### src/design/msfc_pkg.sv
// Shared types, coefficients and helpers for the motor speed filter and controller.
// No dependencies; every other design file imports this package.
package msfc_pkg;

    // Input and result words.
    typedef struct packed {
        logic signed [31:0] encoder_count;
        logic               restart;
    } in_word_t;

    typedef struct packed {
        logic signed [7:0]  drive_power;
        logic signed [31:0] filtered_speed;
        logic               clamped;
    } out_word_t;

    // Unsigned Q7.24 coefficients.
    localparam logic [30:0] K_SPEED = 31'd905761;
    localparam logic [30:0] K_POLE  = 31'd16258253;
    localparam logic [30:0] K_CE    = 31'd543485682;
    localparam logic [30:0] K_CE1   = 31'd1033948365;
    localparam logic [30:0] K_CE2   = 31'd491755920;
    localparam logic [30:0] K_CY1   = 31'd27962027;
    localparam logic [30:0] K_CY2   = 31'd11184811;

    localparam logic signed [23:0] POWER_LIMIT = 24'sd100;

    // Accumulator width of the shared multiplier and width of its rounded result.
    localparam int ACC_W = 72;
    localparam int RES_W = 48;

    // Register index of the configuration port.
    localparam logic REG_TARGET_SPEED = 1'b0;

    // Where a finished product goes.
    typedef enum logic [1:0] {
        DST_RAW  = 2'd0,
        DST_FILT = 2'd1,
        DST_PW   = 2'd2
    } mul_dst_t;

    // Control that travels with one multiplier pass.
    typedef struct packed {
        logic     first;
        logic     last;
        logic     shift16;
        logic     neg;
        mul_dst_t dst;
    } mul_tag_t;

    // Rounded product handed back to the sequencer.
    typedef struct packed {
        logic                    done;
        logic                    neg;
        mul_dst_t                dst;
        logic signed [RES_W-1:0] value;
    } mul_res_t;

    function automatic logic signed [31:0] sat32(input logic signed [RES_W-1:0] x);
        logic signed [31:0] r;
        if (x > $signed({{(RES_W-32){1'b0}}, 32'h7FFF_FFFF})) begin
            r = 32'sh7FFF_FFFF;
        end else if (x < $signed({{(RES_W-32){1'b1}}, 32'h8000_0000})) begin
            r = 32'sh8000_0000;
        end else begin
            r = x[31:0];
        end
        return r;
    endfunction

    function automatic logic signed [39:0] sat40(input logic signed [RES_W-1:0] x);
        logic signed [39:0] r;
        if (x > $signed({{(RES_W-40){1'b0}}, 40'h7F_FFFF_FFFF})) begin
            r = 40'sh7F_FFFF_FFFF;
        end else if (x < $signed({{(RES_W-40){1'b1}}, 40'h80_0000_0000})) begin
            r = 40'sh80_0000_0000;
        end else begin
            r = x[39:0];
        end
        return r;
    endfunction

endpackage

### src/design/msfc_cfg.sv
// APB-style configuration register holding the reference speed.
// Depends on msfc_pkg for the register index.
module msfc_cfg import msfc_pkg::*; (
    input  logic               aclk,
    input  logic               aresetn,
    input  logic               psel,
    input  logic               penable,
    input  logic               pwrite,
    input  logic [2:0]         paddr,
    input  logic [31:0]        pwdata,
    output logic [31:0]        prdata,
    output logic               pready,
    output logic signed [21:0] target_speed
);

    logic signed [21:0] target_reg;
    logic               wr_en;

    assign pready = 1'b1;
    assign wr_en  = psel & penable & pwrite & pready;

    always_ff @(posedge aclk) begin
        if (!aresetn) begin
            target_reg <= '0;
        end else if (wr_en && paddr[2] == REG_TARGET_SPEED) begin
            target_reg <= pwdata[21:0];
        end
    end

    always_comb begin
        if (paddr[2] == REG_TARGET_SPEED) begin
            prdata = {{10{target_reg[21]}}, target_reg};
        end else begin
            prdata = '0;
        end
    end

    assign target_speed = target_reg;

endmodule

### src/design/msfc_mul.sv
// Shared multiply-accumulate unit: one 33x32 product per cycle, accumulated over
// one or two passes and rounded half up to a signed Q32.16 result. Depends on msfc_pkg.
module msfc_mul import msfc_pkg::*; (
    input  logic               aclk,
    input  logic               aresetn,
    input  logic               op_valid,
    input  logic signed [32:0] op_a,
    input  logic [30:0]        op_c,
    input  mul_tag_t           op_tag,
    output mul_res_t           res
);

    localparam logic signed [ACC_W-1:0] ROUND_HALF = ACC_W'(1) <<< 23;

    logic signed [64:0]      prod_full;
    logic signed [63:0]      prod_reg;
    logic                    vld1_reg;
    mul_tag_t                tag1_reg;
    logic signed [ACC_W-1:0] acc_reg;
    logic signed [ACC_W-1:0] addend;
    logic signed [ACC_W-1:0] base;
    logic                    done_reg;
    logic                    neg_reg;
    mul_dst_t                dst_reg;

    assign prod_full = op_a * $signed({1'b0, op_c});

    always_comb begin
        addend = {{(ACC_W-64){prod_reg[63]}}, prod_reg};
        if (tag1_reg.shift16) begin
            addend = addend <<< 16;
        end
        // The rounding half is preloaded when a new product starts.
        base = tag1_reg.first ? ROUND_HALF : acc_reg;
    end

    always_ff @(posedge aclk) begin
        if (!aresetn) begin
            vld1_reg <= 1'b0;
            done_reg <= 1'b0;
        end else begin
            vld1_reg <= op_valid;
            done_reg <= vld1_reg & tag1_reg.last;
        end
        prod_reg <= prod_full[63:0];
        tag1_reg <= op_tag;
        if (vld1_reg) begin
            acc_reg <= base + addend;
            neg_reg <= tag1_reg.neg;
            dst_reg <= tag1_reg.dst;
        end
    end

    assign res.done  = done_reg;
    assign res.neg   = neg_reg;
    assign res.dst   = dst_reg;
    assign res.value = acc_reg[ACC_W-1:ACC_W-RES_W];

endmodule

### src/design/motor_speed_filter_and_controller_core.sv
// Motor speed filter and speed controller core.
// A new word is accepted only in the idle state, when s_ready is high, and runs through nine
// multiplier issue steps, the two-stage multiplier pipeline and the saturate and format steps.
// No new word is taken before the current one is finished; a result still waiting for m_ready
// holds the next word at its last step.
// Reset (aresetn, synchronous, active low) clears all history and the reference speed.
module motor_speed_filter_and_controller_core import msfc_pkg::*; (
    input  logic        aclk,
    input  logic        aresetn,
    input  logic        s_valid,
    output logic        s_ready,
    input  in_word_t    s_data,
    output logic        m_valid,
    input  logic        m_ready,
    output out_word_t   m_data,
    input  logic        psel,
    input  logic        penable,
    input  logic        pwrite,
    input  logic [2:0]  paddr,
    input  logic [31:0] pwdata,
    output logic [31:0] prdata,
    output logic        pready
);

    typedef enum logic {
        ST_IDLE,
        ST_RUN
    } state_t;

    localparam logic [3:0] STEP_FILT   = 4'd4;
    localparam logic [3:0] STEP_ERR    = 4'd5;
    localparam logic [3:0] STEP_PW     = 4'd11;
    localparam logic [3:0] STEP_FINISH = 4'd12;

    state_t             state_reg;
    logic [3:0]         step_reg;
    logic signed [21:0] target_speed;

    // History.
    logic signed [31:0] last_count_reg;
    logic signed [31:0] last_raw_reg;
    logic signed [31:0] last_filt_reg;
    logic signed [31:0] last_err_reg;
    logic signed [31:0] older_err_reg;
    logic signed [39:0] last_pw_reg;
    logic signed [39:0] older_pw_reg;

    // Working values of the current word.
    logic signed [31:0]      count_reg;
    logic signed [31:0]      diff_reg;
    logic signed [31:0]      raw_reg;
    logic signed [RES_W-1:0] filt_sum_reg;
    logic signed [31:0]      filt_reg;
    logic signed [31:0]      err_reg;
    logic signed [RES_W-1:0] pw_sum_reg;
    logic signed [39:0]      pw_reg;

    logic                    m_valid_reg;
    out_word_t               m_data_reg;

    logic                    op_valid;
    logic signed [32:0]      op_a;
    logic [30:0]             op_c;
    mul_tag_t                op_tag;
    mul_res_t                res;

    logic signed [31:0]      raw_sat;
    logic signed [33:0]      err_wide;
    logic signed [23:0]      pw_floor;
    logic signed [23:0]      pw_whole;
    logic signed [7:0]       drive;
    logic                    lim;
    logic                    finish;

    msfc_cfg u_cfg (
        .aclk         (aclk),
        .aresetn      (aresetn),
        .psel         (psel),
        .penable      (penable),
        .pwrite       (pwrite),
        .paddr        (paddr),
        .pwdata       (pwdata),
        .prdata       (prdata),
        .pready       (pready),
        .target_speed (target_speed)
    );

    msfc_mul u_mul (
        .aclk     (aclk),
        .aresetn  (aresetn),
        .op_valid (op_valid),
        .op_a     (op_a),
        .op_c     (op_c),
        .op_tag   (op_tag),
        .res      (res)
    );

    assign s_ready = (state_reg == ST_IDLE);
    assign m_valid = m_valid_reg;
    assign m_data  = m_data_reg;

    // Multiplier schedule. Forty-bit powers take a low and a high pass; the error
    // product goes last because it waits for the filtered speed.
    always_comb begin
        op_valid = (state_reg == ST_RUN);
        op_a     = '0;
        op_c     = '0;
        op_tag   = '{first: 1'b1, last: 1'b1, shift16: 1'b0, neg: 1'b0, dst: DST_PW};
        case (step_reg)
            4'd0: begin
                op_a           = {diff_reg[31], diff_reg};
                op_c           = K_SPEED;
                op_tag.shift16 = 1'b1;
                op_tag.dst     = DST_RAW;
            end
            4'd1: begin
                op_a       = {last_filt_reg[31], last_filt_reg};
                op_c       = K_POLE;
                op_tag.dst = DST_FILT;
            end
            4'd2: begin
                op_a        = {17'd0, last_pw_reg[15:0]};
                op_c        = K_CY1;
                op_tag.last = 1'b0;
            end
            4'd3: begin
                op_a           = {{9{last_pw_reg[39]}}, last_pw_reg[39:16]};
                op_c           = K_CY1;
                op_tag.first   = 1'b0;
                op_tag.shift16 = 1'b1;
            end
            4'd4: begin
                op_a        = {17'd0, older_pw_reg[15:0]};
                op_c        = K_CY2;
                op_tag.last = 1'b0;
            end
            4'd5: begin
                op_a           = {{9{older_pw_reg[39]}}, older_pw_reg[39:16]};
                op_c           = K_CY2;
                op_tag.first   = 1'b0;
                op_tag.shift16 = 1'b1;
                op_tag.neg     = 1'b1;
            end
            4'd6: begin
                op_a       = {last_err_reg[31], last_err_reg};
                op_c       = K_CE1;
                op_tag.neg = 1'b1;
            end
            4'd7: begin
                op_a = {older_err_reg[31], older_err_reg};
                op_c = K_CE2;
            end
            4'd8: begin
                op_a = {err_reg[31], err_reg};
                op_c = K_CE;
            end
            default: begin
                op_valid = 1'b0;
            end
        endcase
    end

    // Result formatting: saturate the raw speed, form the speed error, truncate the Q24.16 power toward zero and clamp.
    always_comb begin
        raw_sat  = sat32(res.value);
        err_wide = {{12{target_speed[21]}}, target_speed} - {{2{filt_reg[31]}}, filt_reg};
        pw_floor = pw_reg[39:16];
        if (pw_reg[39] && pw_reg[15:0] != 16'd0) begin
            pw_whole = pw_floor + 24'sd1;
        end else begin
            pw_whole = pw_floor;
        end
        lim = 1'b0;
        if (pw_whole > POWER_LIMIT) begin
            drive = POWER_LIMIT[7:0];
            lim   = 1'b1;
        end else if (pw_whole < -POWER_LIMIT) begin
            drive = 8'(-POWER_LIMIT);
            lim   = 1'b1;
        end else begin
            drive = pw_whole[7:0];
        end
        finish = (state_reg == ST_RUN) && (step_reg == STEP_FINISH)
                 && (!m_valid_reg || m_ready);
    end

    always_ff @(posedge aclk) begin
        if (!aresetn) begin
            state_reg      <= ST_IDLE;
            step_reg       <= '0;
            m_valid_reg    <= 1'b0;
            last_count_reg <= '0;
            last_raw_reg   <= '0;
            last_filt_reg  <= '0;
            last_err_reg   <= '0;
            older_err_reg  <= '0;
            last_pw_reg    <= '0;
            older_pw_reg   <= '0;
        end else begin
            if (m_valid_reg && m_ready && !finish) begin
                m_valid_reg <= 1'b0;
            end

            case (state_reg)
                ST_IDLE: begin
                    if (s_valid) begin
                        state_reg    <= ST_RUN;
                        step_reg     <= '0;
                        count_reg    <= s_data.encoder_count;
                        pw_sum_reg   <= '0;
                        if (s_data.restart) begin
                            last_count_reg <= '0;
                            last_raw_reg   <= '0;
                            last_filt_reg  <= '0;
                            last_err_reg   <= '0;
                            older_err_reg  <= '0;
                            last_pw_reg    <= '0;
                            older_pw_reg   <= '0;
                            diff_reg       <= s_data.encoder_count;
                            filt_sum_reg   <= '0;
                        end else begin
                            diff_reg     <= s_data.encoder_count - last_count_reg;
                            filt_sum_reg <= {{(RES_W-32){last_raw_reg[31]}}, last_raw_reg};
                        end
                    end
                end
                ST_RUN: begin
                    if (step_reg != STEP_FINISH) begin
                        step_reg <= step_reg + 4'd1;
                    end
                    if (step_reg == STEP_FILT) begin
                        filt_reg <= sat32(filt_sum_reg);
                    end
                    if (step_reg == STEP_ERR) begin
                        err_reg <= sat32({{(RES_W-34){err_wide[33]}}, err_wide});
                    end
                    if (step_reg == STEP_PW) begin
                        pw_reg <= sat40(pw_sum_reg);
                    end
                    if (finish) begin
                        state_reg                 <= ST_IDLE;
                        m_valid_reg               <= 1'b1;
                        m_data_reg.drive_power    <= drive;
                        m_data_reg.filtered_speed <= filt_reg;
                        m_data_reg.clamped        <= lim;
                        older_pw_reg              <= last_pw_reg;
                        last_pw_reg               <= pw_reg;
                        older_err_reg             <= last_err_reg;
                        last_err_reg              <= err_reg;
                        last_raw_reg              <= raw_reg;
                        last_filt_reg             <= filt_reg;
                        last_count_reg            <= count_reg;
                    end
                end
                default: begin
                    state_reg <= ST_IDLE;
                end
            endcase

            // Fold finished products into the filter and power sums.
            if (res.done) begin
                case (res.dst)
                    DST_RAW: begin
                        raw_reg      <= raw_sat;
                        filt_sum_reg <= filt_sum_reg + {{(RES_W-32){raw_sat[31]}}, raw_sat};
                    end
                    DST_FILT: begin
                        filt_sum_reg <= filt_sum_reg + res.value;
                    end
                    DST_PW: begin
                        if (res.neg) begin
                            pw_sum_reg <= pw_sum_reg - res.value;
                        end else begin
                            pw_sum_reg <= pw_sum_reg + res.value;
                        end
                    end
                    default: begin
                    end
                endcase
            end
        end
    end

endmodule
### config.mk
export PLATFORM = sky130hd
export DESIGN_NAME = motor_speed_filter_and_controller_core
export DESIGN_NICKNAME = d
export VERILOG_FILES = /design/src/design/msfc_pkg.sv /design/src/design/msfc_cfg.sv /design/src/design/msfc_mul.sv /design/src/design/motor_speed_filter_and_controller_core.sv
export SDC_FILE = /design/constraint.sdc
export NUM_CORES = 2
export LEC_CHECK = 0
export BUFFER_PORTS_ARGS = -buffer_cell sky130_fd_sc_hd__buf_2
export CAP_MARGIN = 25
export CORE_UTILIZATION = 55
export CTS_BUF_LIST = sky130_fd_sc_hd__clkbuf_8
export DETAILED_ROUTE_END_ITERATION = 7
export PLACE_DENSITY = 0.77
export SKIP_CTS_REPAIR_TIMING = 1
export SLEW_MARGIN = 25
export SYNTH_ARGS = -nofsm -noshare
export SYNTH_HDL_FRONTEND = slang
export SYNTH_SLANG_ARGS = --single-unit
### constraint.sdc
create_clock -name aclk -period 8.7 [get_ports aclk]
set_input_delay 1.74 -clock aclk [delete_from_list [all_inputs] [get_ports aclk]]
set_output_delay 1.74 -clock aclk [all_outputs]
set_load 0.1 [all_outputs]
==> results.tsv <==
metric	value	unit
largest_reg_flops	72	
nNetsFinal	10900	
synthCells	8610	
syn_avg_cell_area	9.08	um^2
dieHeight	379	um
drv_slew	0	
report.final.setup_viol	32	
synth_compound_area_share	14.8	%
finClkSkew	0.0809	ns
gp_congestion	1.06	
cp_slowest_cell	fa_1	
end_kind	flop	
final_common_cell	inv_1	
r2r_setup_slack	-0.88	ns
clkLatencyLatePin	0.87	ns
synth_edf_count	412	
cts.sinks	752	
syn-num-nets	10200	
grt_antenna_before_repair	10	
worstPathArrival	10.34	ns
slew_headroom	26.8	%
syn-cell-area	78200	um^2
synth-simple-area-share	14.9	%
grt-ovfl-total	0	
die_area	144000	um^2
tightest_slew	1.10	ns
cpMostUsedCell	fa_1	
critPathKind	reg -> reg	
via_per_inst	6.02	
cts_buffers	117	
io_pins	151	
htreeDepth	3	
rows	137	
ys_seq_elements	752	
whs_path_depth	0	
path_clk_slew	0.11	ns
hold_class	reg -> reg	
utilization	65.7	%
start_kind	flop	
cts_tree	yes	
hp-start	u_mul.tag1_reg[2]	
synth-main-ff-cell	edfxtp_1	
place_ws	-0.996	ns
root_buffer	clkbuf_8	
portBuffers	137	
drt_iter0_drc	8158	
synthXorXnorAreaFrac	4.00	%
clockBufferDepth	3	
wl_per_cell	24.9	um
globalRouteTotalUtil	39.1	%
synthArstFlopShare	0	%
core	140000	um^2
drt_pass1_iterations	8	
max_freq	0.104	GHz
path_buf_inv	8	
rr_startpoint	step_reg[0]	
ff2ff_path_depth	35	
rsz0062_at_grt	yes	
vias	68100	
drt-total-wl	282	mm
finalCriticalPeriod	9.58	ns
setup_ws	-0.881	ns
finalCritPeriodShare	110	%
layout_common_cells	1,066 x inv_1, 924 x fa_1, 923 x nand2_1	
yosysUniqueCellTypes	95	
hold_violations	0	
grt_max_degree	168	
synthMuxAreaShare	0.875	%
maxCapViolations	0	
status	complete, but fails checks	
grt_pass1_vias	65900	
antenna_left	0	
synth_top_family_by_area	adder cells	
initial_core_util	55.8	%
yosys.area_share.adder	33.4	%
crit_family	adder cells	
die_w	379	um
crit_fanout	7	
dp_hpwl	225	mm
syn_to_final_growth	17.8	%
yosys_warnings	0	
drive_above_1_share	18.0	%
grt_pass1_wl	416	mm
violations	design-rule violations, negative setup slack	
worstPathRequired	9.45	ns
r2r_end	u_mul.prod_reg[63]	
min_to	u_mul.neg_reg	
cpPeakStageDelay	0.58	ns
drcViolationCount	2	
ys_seq_area_share	24.5	%
==> worst max-delay path by stage <==
stage          cells after the start  slack [ns]                  to   startpoint
2_1_floorplan                     38       0.002  u_mul.prod_reg[63]  step_reg[1]
3_3_place_gp                      33       -0.96  u_mul.prod_reg[63]  step_reg[1]
3_5_place_dp                      33        -1.0  u_mul.prod_reg[61]  step_reg[1]
4_1_cts                           36       -1.05  u_mul.prod_reg[57]  step_reg[0]
5_1_grt                           36       -0.91  u_mul.prod_reg[63]  step_reg[0]
6_report                          35       -0.88  u_mul.prod_reg[63]  step_reg[0]
==> metrics by stage <==
stage / TNS, ns / std cells / hold slack [ns] / instance area [um^2]
after floorplan: 0 / 8610 / 0.386 / 78700
after global placement: -17.47 / 11000 / 0.391 / 87000
after detailed placement: -18.68 / 11000 / 0.391 / 87000
after CTS: -22.84 / 11200 / 0.413 / 89600
after global routing: -17.16 / 11300 / 0.426 / 92100
final: -14.68 / 11300 / 0.408 / 92100
==> synthesized netlist by cell type, types with 73 or more instances <==
cell type	count	area, um^2
inv_1	1068	4010
fa_1	990	19800
nand2_1	941	3530
a21oi_1	704	3520
nor2_1	653	2450
ha_1	499	6240
clkbuf_1	416	1560
edfxtp_1	412	12400
nand3_1	389	1950
dfxtp_1	340	6810
o21ai_0	288	1440
a21o_1	281	2110
xnor2_1	251	2200
nor2b_1	145	907
xor2_1	106	928
nand4_1	86	538
a211oi_1	73	548
==> logic make-up after synthesis <==
group | after synthesis
buffers and inverters | 1537
AND/OR/NAND/NOR | 2573
AO/OA/AOI/OAI | 1833
multiplexers | 62
other | 1
adder cells (fa/ha/maj) | 1495
flip-flops | 752
XOR/XNOR | 357
==> routing by layer <==
metal | share of wire [%] | vias up | global-route usage [%]
met1 | 41 | 33500 | 55.5
met2 | 43 | 3633 | 57.2
met4 | 4.8 | 4 | 15.1
met3 | 12 | 628 | 9.87
li1 | - | 30300 | -
met5 | 0.012 | - | 0
==> final cells by class <==
cell class	instances	area [um^2]
multi-input cells	6321	55100
fillers	11600	48100
flip-flops and latches	752	19200
repair buffers	1074	8890
inverters	1069	4030
well taps	1876	2350
clock buffers	138	1900
clock inverters	86	662
diodes	5	12.5
Power is left out: the tool's default activity adds up to more than one toggle a clock period on the data nets, which glitch-free logic cannot reach.
